`src/sv/lts_pkg.sv`:
```
// Shared types, codes and constants for the link termination sequencer.
package lts_pkg;

  localparam logic [31:0] PERIOD_RESET = 32'd1000000;
  localparam logic [63:0] S64_MAX = 64'h7FFF_FFFF_FFFF_FFFF;
  localparam logic [62:0] LEFT_MAX = {63{1'b1}};

  localparam int unsigned IN_DATA_W = 280;
  localparam int unsigned OUT_DATA_W = 136;
  localparam int unsigned PADDR_W = 3;

  typedef enum logic [2:0] {
    PH_CLOSED     = 3'd0,
    PH_OPEN       = 3'd1,
    PH_CLOSING    = 3'd2,
    PH_CLEANING   = 3'd3,
    PH_RESTARTING = 3'd4
  } phase_t;

  typedef enum logic [2:0] {
    EF_NONE       = 3'd0,
    EF_ARM        = 3'd1,
    EF_GAP        = 3'd2,
    EF_RESTART    = 3'd3,
    EF_INVALIDATE = 3'd4,
    EF_STOP       = 3'd5,
    EF_REARM      = 3'd6
  } effect_t;

  typedef enum logic [3:0] {
    ACT_OPEN       = 4'd0,
    ACT_ROTATE     = 4'd1,
    ACT_ADMITS     = 4'd2,
    ACT_BEGIN      = 4'd3,
    ACT_TICKET     = 4'd4,
    ACT_REMAINING  = 4'd5,
    ACT_ARMED      = 4'd6,
    ACT_GAP        = 4'd7,
    ACT_DISCONNECT = 4'd8,
    ACT_RESET      = 4'd9,
    ACT_STOPPED    = 4'd10,
    ACT_CLEANUP    = 4'd11,
    ACT_FIRED      = 4'd12,
    ACT_REARMED    = 4'd13,
    ACT_INIT       = 4'd14
  } action_t;

  localparam logic [PADDR_W-1:0] ADDR_PERIOD = '0;

  typedef struct packed {
    logic [3:0]         action;
    logic [15:0]        conn_handle;
    logic [63:0]        gen_tag;
    logic [63:0]        new_gen_tag;
    logic signed [63:0] now_time;
    logic signed [63:0] ticket_deadline;
    logic               ok_flag;
  } event_t;

  typedef struct packed {
    logic [2:0]         effect;
    logic               accepted;
    logic [62:0]        time_left;
    logic signed [63:0] deadline_out;
    logic [2:0]         phase_now;
  } result_t;

endpackage

```
`src/sv/lts_fsm.sv`:
```
// Sequencer state and the per-event handler.
module lts_fsm
  import lts_pkg::*;
(
  input  logic        clk,
  input  logic        rst,
  input  logic        go,
  input  event_t      ev,
  input  logic [31:0] period,
  output result_t     res
);

  phase_t      phase, phase_next;
  logic [15:0] link_handle, link_handle_next;
  logic [63:0] generation, generation_next;
  logic [63:0] deadline, deadline_next;
  logic        wd_armed, wd_armed_next;
  logic        rearm_pending, rearm_pending_next;
  logic        stop_required, stop_required_next;
  logic        cleanup_ok, cleanup_ok_next;

  logic        match, tmatch, early;
  logic [64:0] sum, diff;
  logic [63:0] begin_deadline;
  logic [62:0] left_sat;
  effect_t     eff;
  logic        acc;
  logic [62:0] left;
  logic [63:0] dout;

  assign match  = (ev.conn_handle == link_handle) && (ev.gen_tag == generation) &&
                  (ev.gen_tag != '0);
  assign tmatch = match && (ev.ticket_deadline == deadline);
  assign early  = ev.now_time < $signed(deadline);

  // Only positive overflow is possible since the period is never negative.
  assign sum = {ev.now_time[63], ev.now_time} + {33'b0, period};
  assign begin_deadline = (sum[64:63] == 2'b01) ? S64_MAX : sum[63:0];

  assign diff = {deadline[63], deadline} - {ev.now_time[63], ev.now_time};
  assign left_sat = diff[63] ? LEFT_MAX : diff[62:0];

  always_comb begin
    phase_next         = phase;
    link_handle_next   = link_handle;
    generation_next    = generation;
    deadline_next      = deadline;
    wd_armed_next      = wd_armed;
    rearm_pending_next = rearm_pending;
    stop_required_next = stop_required;
    cleanup_ok_next    = cleanup_ok;
    eff  = EF_NONE;
    acc  = 1'b0;
    left = '0;
    dout = '0;

    unique case (ev.action)
      ACT_OPEN: begin
        if (phase == PH_CLOSED && ev.gen_tag != '0) begin
          phase_next         = PH_OPEN;
          link_handle_next   = ev.conn_handle;
          generation_next    = ev.gen_tag;
          deadline_next      = '0;
          wd_armed_next      = 1'b0;
          rearm_pending_next = 1'b0;
          stop_required_next = 1'b0;
          cleanup_ok_next    = 1'b0;
          acc = 1'b1;
        end
      end
      ACT_ROTATE: begin
        if (phase == PH_OPEN && match && ev.new_gen_tag != '0 &&
            ev.new_gen_tag != ev.gen_tag) begin
          generation_next    = ev.new_gen_tag;
          deadline_next      = '0;
          wd_armed_next      = 1'b0;
          rearm_pending_next = 1'b0;
          stop_required_next = 1'b0;
          cleanup_ok_next    = 1'b0;
          acc = 1'b1;
        end
      end
      ACT_ADMITS: begin
        acc = (phase == PH_OPEN) && match;
      end
      ACT_BEGIN: begin
        if (phase == PH_OPEN && match) begin
          phase_next         = PH_CLOSING;
          deadline_next      = begin_deadline;
          wd_armed_next      = 1'b0;
          rearm_pending_next = 1'b0;
          stop_required_next = 1'b1;
          cleanup_ok_next    = 1'b0;
          eff = EF_ARM;
        end
      end
      ACT_TICKET: begin
        if (phase == PH_CLOSING && match) begin
          acc  = 1'b1;
          dout = deadline;
        end
      end
      ACT_REMAINING: begin
        if (phase == PH_CLOSING && tmatch && early) left = left_sat;
      end
      ACT_ARMED: begin
        if (phase == PH_CLOSING && match && !wd_armed) begin
          if (!ev.ok_flag) begin
            phase_next         = PH_RESTARTING;
            wd_armed_next      = 1'b0;
            rearm_pending_next = 1'b0;
            cleanup_ok_next    = 1'b0;
            eff = EF_RESTART;
          end else begin
            wd_armed_next = 1'b1;
            eff = EF_GAP;
          end
        end
      end
      ACT_GAP: begin
        if (phase == PH_CLOSING && match && wd_armed && !ev.ok_flag) begin
          phase_next         = PH_RESTARTING;
          wd_armed_next      = 1'b0;
          rearm_pending_next = 1'b0;
          cleanup_ok_next    = 1'b0;
          eff = EF_RESTART;
        end
      end
      ACT_DISCONNECT, ACT_RESET: begin
        // Disconnect needs a match; the reset action acts on the phase alone.
        if (match || ev.action == ACT_RESET) begin
          if (phase == PH_OPEN) begin
            phase_next         = PH_CLEANING;
            stop_required_next = 1'b0;
            cleanup_ok_next    = 1'b1;
            eff = EF_INVALIDATE;
          end else if (phase == PH_CLOSING) begin
            phase_next         = PH_CLEANING;
            stop_required_next = 1'b1;
            cleanup_ok_next    = 1'b0;
            eff = EF_STOP;
          end
        end
      end
      ACT_STOPPED: begin
        if (phase == PH_CLEANING && match && stop_required) begin
          if (!ev.ok_flag) begin
            phase_next         = PH_RESTARTING;
            wd_armed_next      = 1'b0;
            rearm_pending_next = 1'b0;
            cleanup_ok_next    = 1'b0;
            eff = EF_RESTART;
          end else begin
            wd_armed_next      = 1'b0;
            rearm_pending_next = 1'b0;
            stop_required_next = 1'b0;
            cleanup_ok_next    = 1'b1;
            eff = EF_INVALIDATE;
          end
        end
      end
      ACT_CLEANUP: begin
        if (phase == PH_CLEANING && match && cleanup_ok && !stop_required) begin
          phase_next         = PH_CLOSED;
          link_handle_next   = '0;
          generation_next    = '0;
          deadline_next      = '0;
          wd_armed_next      = 1'b0;
          rearm_pending_next = 1'b0;
          cleanup_ok_next    = 1'b0;
        end
      end
      ACT_FIRED: begin
        if (phase == PH_CLOSING && tmatch && wd_armed && !rearm_pending) begin
          if (!early) begin
            phase_next         = PH_RESTARTING;
            wd_armed_next      = 1'b0;
            rearm_pending_next = 1'b0;
            cleanup_ok_next    = 1'b0;
            eff = EF_RESTART;
          end else begin
            rearm_pending_next = 1'b1;
            eff = EF_REARM;
          end
        end
      end
      ACT_REARMED: begin
        if (phase == PH_CLOSING && tmatch && rearm_pending) begin
          rearm_pending_next = 1'b0;
          if (!ev.ok_flag) begin
            phase_next      = PH_RESTARTING;
            wd_armed_next   = 1'b0;
            cleanup_ok_next = 1'b0;
            eff = EF_RESTART;
          end else begin
            wd_armed_next = 1'b1;
          end
        end
      end
      ACT_INIT: begin
        phase_next         = PH_CLOSED;
        link_handle_next   = '0;
        generation_next    = '0;
        deadline_next      = '0;
        wd_armed_next      = 1'b0;
        rearm_pending_next = 1'b0;
        stop_required_next = 1'b0;
        cleanup_ok_next    = 1'b0;
      end
      default: begin
      end
    endcase

    res.effect       = eff;
    res.accepted     = acc;
    res.time_left    = left;
    res.deadline_out = dout;
    res.phase_now    = phase_next;
  end

  always_ff @(posedge clk) begin
    if (rst) begin
      phase         <= PH_CLOSED;
      link_handle   <= '0;
      generation    <= '0;
      deadline      <= '0;
      wd_armed      <= 1'b0;
      rearm_pending <= 1'b0;
      stop_required <= 1'b0;
      cleanup_ok    <= 1'b0;
    end else if (go) begin
      phase         <= phase_next;
      link_handle   <= link_handle_next;
      generation    <= generation_next;
      deadline      <= deadline_next;
      wd_armed      <= wd_armed_next;
      rearm_pending <= rearm_pending_next;
      stop_required <= stop_required_next;
      cleanup_ok    <= cleanup_ok_next;
    end
  end

endmodule

```
`src/sv/link_termination_sequencer_core.sv`:
```
// Top level: event stream in, result stream out, watchdog period register.
// An accepted beat passes the event register, then the result register behind m_tvalid.
// Throughput: one event per cycle; the event register, the handler and the result
// register form a two-stage pipeline, and the state registers update once per event.
// Backpressure on m_tready stalls both stages; s_tready stays high while either has room.
// Reset (rst, synchronous): pipeline empty, phase closed, all state zero,
// watchdog period back to 1000000 us.
module link_termination_sequencer_core
  import lts_pkg::*;
(
  input  logic                  clk,
  input  logic                  rst,
  input  logic                  s_tvalid,
  output logic                  s_tready,
  // conn_handle[15:0], gen_tag[79:16], new_gen_tag[143:80], now_time[207:144],
  // ticket_deadline[271:208], ok_flag[272], zero fill above
  input  logic [IN_DATA_W-1:0]  s_tdata,
  // action[3:0]
  input  logic [3:0]            s_tuser,
  output logic                  m_tvalid,
  input  logic                  m_tready,
  // effect[2:0], accepted[3], time_left[66:4], deadline_out[130:67],
  // phase_now[133:131], zero fill above
  output logic [OUT_DATA_W-1:0] m_tdata,
  input  logic                  psel,
  input  logic                  penable,
  input  logic                  pwrite,
  input  logic [PADDR_W-1:0]    paddr,
  input  logic [31:0]           pwdata,
  output logic [31:0]           prdata,
  output logic                  pready
);

  logic        in_valid;
  event_t      in_ev;
  logic        advance;
  logic        go;
  result_t     res;
  result_t     out_res;
  logic [31:0] period;

  assign pready = 1'b1;

  always_ff @(posedge clk) begin
    if (rst) begin
      period <= PERIOD_RESET;
    end else if (psel && penable && pwrite && paddr == ADDR_PERIOD) begin
      period <= pwdata;
    end
  end

  assign prdata = (paddr == ADDR_PERIOD) ? period : '0;

  assign advance  = !m_tvalid || m_tready;
  assign s_tready = !in_valid || advance;
  assign go       = in_valid && advance;

  always_ff @(posedge clk) begin
    if (rst) begin
      in_valid <= 1'b0;
    end else if (s_tvalid && s_tready) begin
      in_valid <= 1'b1;
    end else if (advance) begin
      in_valid <= 1'b0;
    end
  end

  always_ff @(posedge clk) begin
    if (s_tvalid && s_tready) begin
      in_ev.action          <= s_tuser;
      in_ev.conn_handle     <= s_tdata[15:0];
      in_ev.gen_tag         <= s_tdata[79:16];
      in_ev.new_gen_tag     <= s_tdata[143:80];
      in_ev.now_time        <= s_tdata[207:144];
      in_ev.ticket_deadline <= s_tdata[271:208];
      in_ev.ok_flag         <= s_tdata[272];
    end
  end

  lts_fsm u_fsm (
    .clk    (clk),
    .rst    (rst),
    .go     (go),
    .ev     (in_ev),
    .period (period),
    .res    (res)
  );

  always_ff @(posedge clk) begin
    if (rst) begin
      m_tvalid <= 1'b0;
    end else if (advance) begin
      m_tvalid <= in_valid;
    end
  end

  always_ff @(posedge clk) begin
    if (go) out_res <= res;
  end

  assign m_tdata = {2'b0, out_res.phase_now, out_res.deadline_out, out_res.time_left,
                    out_res.accepted, out_res.effect};

endmodule

```
`config.mk`:
```
export PLATFORM = sky130hd
export DESIGN_NAME = link_termination_sequencer_core
export DESIGN_NICKNAME = d
export VERILOG_FILES = /design/src/sv/lts_pkg.sv /design/src/sv/lts_fsm.sv /design/src/sv/link_termination_sequencer_core.sv
export SDC_FILE = /design/constraint.sdc
export NUM_CORES = 1
export LEC_CHECK = 0
export ABC_CLOCK_PERIOD_IN_PS = 15800
export BUFFER_PORTS_ARGS = -buffer_cell sky130_fd_sc_hd__buf_2
export CORE_ASPECT_RATIO = 0.9
export CORE_MARGIN = 2
export CORE_UTILIZATION = 53
export DETAILED_ROUTE_END_ITERATION = 16
export PLACE_DENSITY = 0.85
export SYNTH_ARGS = -nofsm -noshare
export SYNTH_HDL_FRONTEND = slang
export SYNTH_SLANG_ARGS = --single-unit
```
`constraint.sdc`:
```
create_clock -name clk -period 15.8 [get_ports clk]
set_input_delay 1.58 -clock clk [delete_from_list [all_inputs] [get_ports clk]]
set_output_delay 1.58 -clock clk [all_outputs]
set_load 0.05 [all_outputs]
```
==> reports/results.ini, run 1 <==
[cts]
clk_pin_slew_ns=0.06
htree_levels=2
ctsResizeCount=0
cts_setup_buffers=0
root_buffer=clkbuf_16
cts_inserted_buffers=59
insertion_delay_ns=0.64
cts_sinks=596
hold_buffers=0
cts_buffer_depth=3
cts_tree=built

[placement]
dp_slack_ns=10.31
gp_congestion=0.989
io_buffers=486
dp_hpwl_mm=74.3

[yosys]
netlist_area_mm2=0.0308
yosysSeqAreaShare=0.521
synth_top_family_by_area=simple AND/OR/NAND/NOR gates
synth_compound_area_frac=0.150
synthAdderAreaFrac=0.0403
synth_edf_count=411
syn_inst=2936
yosys.area_share.simple=0.164
synthArstFlopShare=0
yosys_warnings=0
synthDistinctLibCells=77
synthTopCellsByArea=edfxtp_1 (40%), dfxtp_1 (12%), xnor2_1 (5.2%), a21oi_1 (3.9%), ha_1 (3.9%)
synthTopCellsByCount=edfxtp_1 (411), nand2_1 (316), a21oi_1 (240), dfxtp_1 (185), xnor2_1 (183)
muxShareOfSynthArea=0.000650
synth_top_cell_by_area=edfxtp_1
yosysMostFrequentCell=edfxtp_1
yosys.area.top_type_share=0.401
postSynthAreaPerCell_um2=10.5
ys_seq_elements=596
synthFlopType=edfxtp_1
synth_xor_area_frac=0.0890

[timing]
min_period_ns=5.82
timing.final.crit_share=0.368
final_max_slew_viol_count=0
hold_viol_final=0
rsz0062_at_grt=no
finClkSkew_ns=0.0389
fin_tns_setup_ns=0
fmax_ghz=0.172
setup_viol=0
worst_slack_ns=9.98
maxSlewHeadroom=0.265
worst_pin_slew_ns=1.10

[setup_path]
startpoint_type=register
path_cells=xnor2_1, nand4_1, nor4_1, nand3b_1, nor2_1, a211oi_2, or4_4, nor2b_4, buf_4, buf_4, nor2_1, a311oi_2
cpPeakStageDelay_ns=0.82
critPathRequiredTime_ns=16.31
cp_num_buf_inv=2
critPathSlowestCell=buf_4
end_kind=register
cp_max_fo=74
crit_type=reg2reg
crit_family=simple AND/OR/NAND/NOR gates
cp.arrival_ns=6.33

[layout]
final.fill_count=4519
drive_above_1_share=0.202
regArea_mm2=0.0160
multi_input_area_mm2=0.0138
areaGrowthSynthToFinish_pct=16.2
nets=3781

[power_and_ir_drop]
ir_drop_mv=0.104
p_seq_frac=0.501
p_switching_uw=919
comb_power_share=0.099
cellInternalPower_mw=2.68
power_density_mw_per_mm2=100
swShare=0.256
p_clk_frac=0.400
leakage_nw=14.2

[global_route]
antenna_found_initial=14
grt_pass1_vias=23700
grt_pass1_wl_mm=145
track_usage=0.320
grt_overflow=0
grt_max_degree=85

[floorplan]
initial_core_util=0.538
die_y_um=233
die_area_mm2=0.0601
core-area_mm2=0.0572
pin_count=497
placement_rows=83
die_width_um=258

[routing]
vias=25600
wl_mm=98.9
wl_per_cell_um=23.6
drt_pass1_iterations=6
viasPerCell=6.13
drc=0
ant_nets=0
drtIter0Drc=3013

[flow_run]
drv_cap=0

[worst_hold_path]
hold_class=reg2reg

[status]
status=finished, final reports clean

-- worst paths after layout --
kind,start,to,slack (ns),depth (start not counted)
worst max-delay path,in_ev[210],u_fsm.generation[38],9.98,12
worst min-delay path,u_fsm.link_handle[5],u_fsm.link_handle[5],0.46,2
worst max register to register,in_ev[210],u_fsm.generation[38],9.98,12
worst min register to register,u_fsm.link_handle[5],u_fsm.link_handle[5],0.46,2
-- placed cells by master, fill, tap and decap left out, types with 104 or more instances in the layout --
cell type,instances
edfxtp_1,411
a21oi_1,240
and2_1,104
xor2_1,129
nor2_1,170
inv_1,104
xnor2_1,183
nand2_1,315
nand3_1,127
buf_2,485
dfxtp_1,185
-- cells by family (layout without fill, tap and decap cells) --
kind of cell,count (synthesis),count (layout)
other,2,13
buffers and inverters,256,726
adders and majority gates,98,98
DFF,596,596
muxes,2,2
and+or+nand+nor,1018,1018
AOI/OAI and AO/OA,651,651
xor gates and xnor gates,313,313
-- through the flow --
| step | util | hold slack [ns] | area (um^2) | power [mW] | instances |
|---|---|---|---|---|---|
| finish | 0.625 | 0.462 | 35800 | 3.60 | 4182 |
| global route | 0.625 | 0.479 | 35800 | 3.69 | 4180 |
| CTS | 0.625 | 0.463 | 35800 | 3.60 | 4172 |
| detailed placement | 0.590 | 0.455 | 33800 | 2.18 | 4061 |
| global placement | 0.590 | 0.450 | 33800 | 2.17 | 4061 |
| floorplan | - | 0.444 | 30800 | 2.05 | 2937 |
-- state kept, by name (all words and copies together), names as in the netlist --
| name | count |
|---|---|
| m_tdata | 134 |
| u_fsm.stop_required | 1 |
| in_ev | 277 |
| u_fsm.generation | 64 |
| period | 32 |
| u_fsm.cleanup_ok | 1 |
| u_fsm.wd_armed | 1 |
| m_tvalid | 1 |
| in_valid | 1 |
| u_fsm.rearm_pending | 1 |
| u_fsm.link_handle | 16 |
| u_fsm.deadline | 64 |
| u_fsm.phase | 3 |
-- layout make-up --
cell class | count | share of cell area
inverters | 104 | 0.0109
repair buffers | 511 | 0.0733
flip-flops and latches | 596 | 0.448
multi-input cells | 2085 | 0.385
clock inverters | 43 | 0.0124
clock buffers | 68 | 0.0428
well taps | 765 | 0.0267
diodes | 10 | 0.000699
-- power by group through the flow --
stage,clock network (mW),registers [mW],logic [mW]
floorplan,0,1.85,0.205
global placement,0,1.83,0.344
detailed placement,0,1.83,0.348
CTS,1.45,1.80,0.351
global route,1.51,1.81,0.381
finish,1.44,1.80,0.356
-- worst register-to-register path, cell delays in order, from the launching register on --
cell	delay, ns
edfxtp_1	0.45
xnor2_1	0.45
nand4_1	0.19
nor4_1	0.80
nand3b_1	0.41
nor2_1	0.51
a211oi_2	0.26
or4_4	0.64
nor2b_4	0.13
buf_4	0.57
buf_4	0.84
nor2_1	0.18
a311oi_2	0.29
-- layer usage --
| layer | vias to the layer above | GRT usage | wire length [um] |
|---|---|---|---|
| met5 | - | 0 | 39 |
| met4 | 6 | 0.141 | 4930 |
| met3 | 257 | 0.0594 | 9660 |
| met2 | 1486 | 0.511 | 45300 |
| met1 | 12300 | 0.428 | 39000 |
| li1 | 11600 | - | - |
(Power assumes the default switching activity.)
==> inputs of run 2 (changes only) <==
- ABC_AREA: unset -> 1
- ABC_CLOCK_PERIOD_IN_PS: 15800 -> 5500
- PLACE_DENSITY: 0.85 -> 0.84
- clock period: 15.8 -> 5.5 ns (I/O delays scaled with it)
==> run 2 against run 1 <==
  * Area after synthesis up 11%
  * Cell area increased by 11%
  * Register-to-register slack got worse by 8.6 ns
  * Die area up 11%
  * Clock power rose to 3.1 times the previous value
  * Clock skew decreased by 0.015 ns
  * Routed wire length rose by 17%
==> reports/results.ini, run 2 <==
[status]
status=finished, final reports clean

[yosys]
yosys.area.top_type_share=0.360  ; -0.0408
synth_top_cell_by_area=edfxtp_1
yosys_warnings=0  ; unchanged
yosysMostFrequentCell=nand2_1
synthArstFlopShare=0  ; unchanged
netlist_area_mm2=0.0343  ; +11%
synthDistinctLibCells=55  ; -29%
synth_edf_count=411  ; unchanged
synthTopCellsByArea=edfxtp_1 (36%), dfxtp_1 (11%), nand2_1 (10%), nor2_1 (7.4%), inv_1 (6.6%)
yosysSeqAreaShare=0.468  ; -0.0531
ys_seq_elements=596  ; unchanged
synthFlopType=edfxtp_1
synthTopCellsByCount=nand2_1 (945), nor2_1 (680), inv_1 (603), edfxtp_1 (411), a21oi_1 (397)
postSynthAreaPerCell_um2=7.86  ; -25%
syn_inst=4363  ; +49%

[power_and_ir_drop]
ir_drop_mv=0.309  ; +200%
p_total_mw=11.0  ; +210%
leakage_nw=16.6  ; +17%
power_density_mw_per_mm2=277  ; +180%
swShare=0.270  ; +0.0141
p_seq_frac=0.472  ; -0.029
p_clk_frac=0.409  ; +0.009
cellInternalPower_mw=8.03  ; +200%
p_switching_mw=2.97  ; +220%
comb_power_share=0.119  ; +0.020

[timing]
hold_viol_final=0  ; unchanged
fmax_ghz=0.240  ; +40%
rsz0062_at_grt=no
worst_pin_slew_ns=1.21  ; +0.107 ns
setup_viol=0  ; unchanged
maxSlewHeadroom=0.193  ; -0.0721
final_max_slew_viol_count=0  ; unchanged
hold_ws_ns=0.0613  ; -0.401 ns
min_period_ns=4.16  ; -1.65 ns
finClkSkew_ns=0.0240  ; -0.0149 ns
fin_tns_setup_ns=0  ; unchanged
timing.final.crit_share=0.756  ; +0.388

[global_route]
antenna_found_initial=9  ; -5
grt_pass1_wl_mm=172  ; +18%
grt_overflow=0  ; unchanged
grt_max_degree=129  ; +52%
track_usage=0.337  ; +0.0175
grt_pass1_vias=29900  ; +26%

[layout]
postLayoutCoreUtil=0.619  ; -0.00643
nets=5238  ; +39%
areaGrowthSynthToFinish_pct=15.6
final_common_cell=nand2_1
largest_reg_flops=277  ; unchanged
final_cell_mix=nand2_1 (943), nor2_1 (678), inv_1 (600)
top_register=in_ev
drive_above_1_share=0.136  ; -0.0654

[setup_path]
cpPeakStageDelay_ns=0.68  ; -0.14 ns
crit_family=compound AO/OA/AOI/OAI gates
reg2reg_slack_ns=1.34  ; -8.65 ns
end_kind=register
startpoint_type=register
cp_max_fo=27  ; -64%
critPathRequiredTime_ns=5.86  ; -10.45 ns
cpMostUsedCell=a21oi_1
crit_path_end=m_tdata[24]
regToRegStartpoint=in_ev[125]
path_cells=inv_1, ha_1, a21oi_1, nor3_1, a211oi_1, o211ai_1, a21oi_1, nand2_1, xor2_4, buf_4, a21oi_1
critPathSlowestCell=xor2_4
crit_start=in_ev[125]
r2r_end=m_tdata[24]
cp_num_buf_inv=2  ; unchanged
crit_type=reg2reg
rr_worst_depth=11  ; -1
cp_num_cells=11  ; -1
cp.arrival_ns=4.52  ; -1.81 ns

[routing]
vias=31900  ; +24%
ant_nets=0  ; unchanged
drt_pass1_iterations=8  ; +2
viasPerCell=5.57  ; -9.2%
drtIter0Drc=3523  ; +17%
wl_mm=116  ; +17%
wl_per_cell_um=20.2  ; -15%
drc=0  ; unchanged

[cts]
cts_sinks=596  ; unchanged
cts_setup_buffers=0  ; unchanged
cts_inserted_buffers=61  ; +3.4%
clk_pin_slew_ns=0.07  ; about the same
cts_buffer_depth=3  ; unchanged
insertion_delay_ns=0.66  ; +0.02 ns
root_buffer=clkbuf_16
htree_levels=2  ; unchanged
cts_tree=built
ctsResizeCount=0  ; unchanged
hold_buffers=0  ; unchanged

[floorplan]
placement_rows=88  ; +6.0%
die_y_um=245  ; +5.4%
die_width_um=272  ; +5.4%
pin_count=497  ; unchanged
core-area_mm2=0.0641  ; +12%
initial_core_util=0.535  ; -0.00306
die_area_mm2=0.0668  ; +11%

[placement]
dp_hpwl_mm=89.4  ; +20%
io_buffers=486  ; unchanged
gp_congestion=1.05  ; +6.1%

[flow_run]
drv_cap=0  ; unchanged

[worst_hold_path]
hold_class=in2reg

## run 2: changes by cell type after synthesis, moves of 81 or more
cell,change
and2_1,-105
nand3_1,+81
nor2_1,+509
nand2_1,+629
a21oi_1,+157
inv_1,+499
## run 2: power by group through the flow
stage / sequential (mW) / combinational, mW / clock, mW
after detailed placement: 5.28 / 1.28 / 0
after floorplan: 5.42 / 0.702 / 0
after global routing: 5.20 / 1.42 / 4.71
after CTS: 5.18 / 1.29 / 4.53
after global placement: 5.27 / 1.27 / 0
final: 5.19 / 1.31 / 4.50
## run 2: cells by family (layout without fill, tap and decap cells)
kind of cell,Yosys count,count (layout),share of synthesized area
AO/OA/AOI/OAI,671,671,0.108
XOR/XNOR,234,234,0.0600
adder cells (fa/ha/maj),98,98,0.0362
buffers and inverters,731,1234,0.0849
flip-flops,596,596,0.468
other,2,6,0.000219
AND/OR/NAND/NOR,2031,2031,0.243
## run 2: per-stage QoR
step | setup slack, ns | cells | instance area [um^2]
2_1_floorplan | 0.00202 | 4364 | 34300
3_3_place_gp | 1.70 | 5606 | 37500
3_5_place_dp | 1.58 | 5606 | 37500
4_1_cts | 1.55 | 5722 | 39700
5_1_grt | 1.23 | 5725 | 39700
6_report | 1.34 | 5725 | 39700
## run 2: final cells by class
type | count | area (um^2)
fill | 5592 | 24400
sequential | 596 | 16000
multi-input combinational | 3037 | 15400
timing repair buffer | 514 | 2670
inverter | 604 | 2280
clock buffer | 76 | 1690
tap | 855 | 1070
clock inverter | 40 | 500
antenna | 3 | 7.51
## run 2: worst min-delay path by stage
| stage | from | endpoint | slack, ns | depth (start not counted) |
|---|---|---|---|---|
| global placement | u_fsm.link_handle[1] | u_fsm.link_handle[1] | 0.47 | 2 |
| floorplan | period[13] | period[13] | 0.45 | 2 |
| detailed placement | u_fsm.link_handle[1] | u_fsm.link_handle[1] | 0.47 | 2 |
| CTS | s_tdata[78] | in_ev[255] | 0.03 | 1 |
| finish | s_tdata[78] | in_ev[255] | 0.06 | 1 |
| global route | s_tdata[40] | in_ev[217] | 0.05 | 1 |
## run 2: per-layer routing
layer  GRT usage  vias up  wire length (um)
li1            -    15200                 -
met1       0.447    14800             46800
met2       0.555     1590             53400
met3      0.0553      237             10700
met4       0.131        8              4650
met5           0        -                55
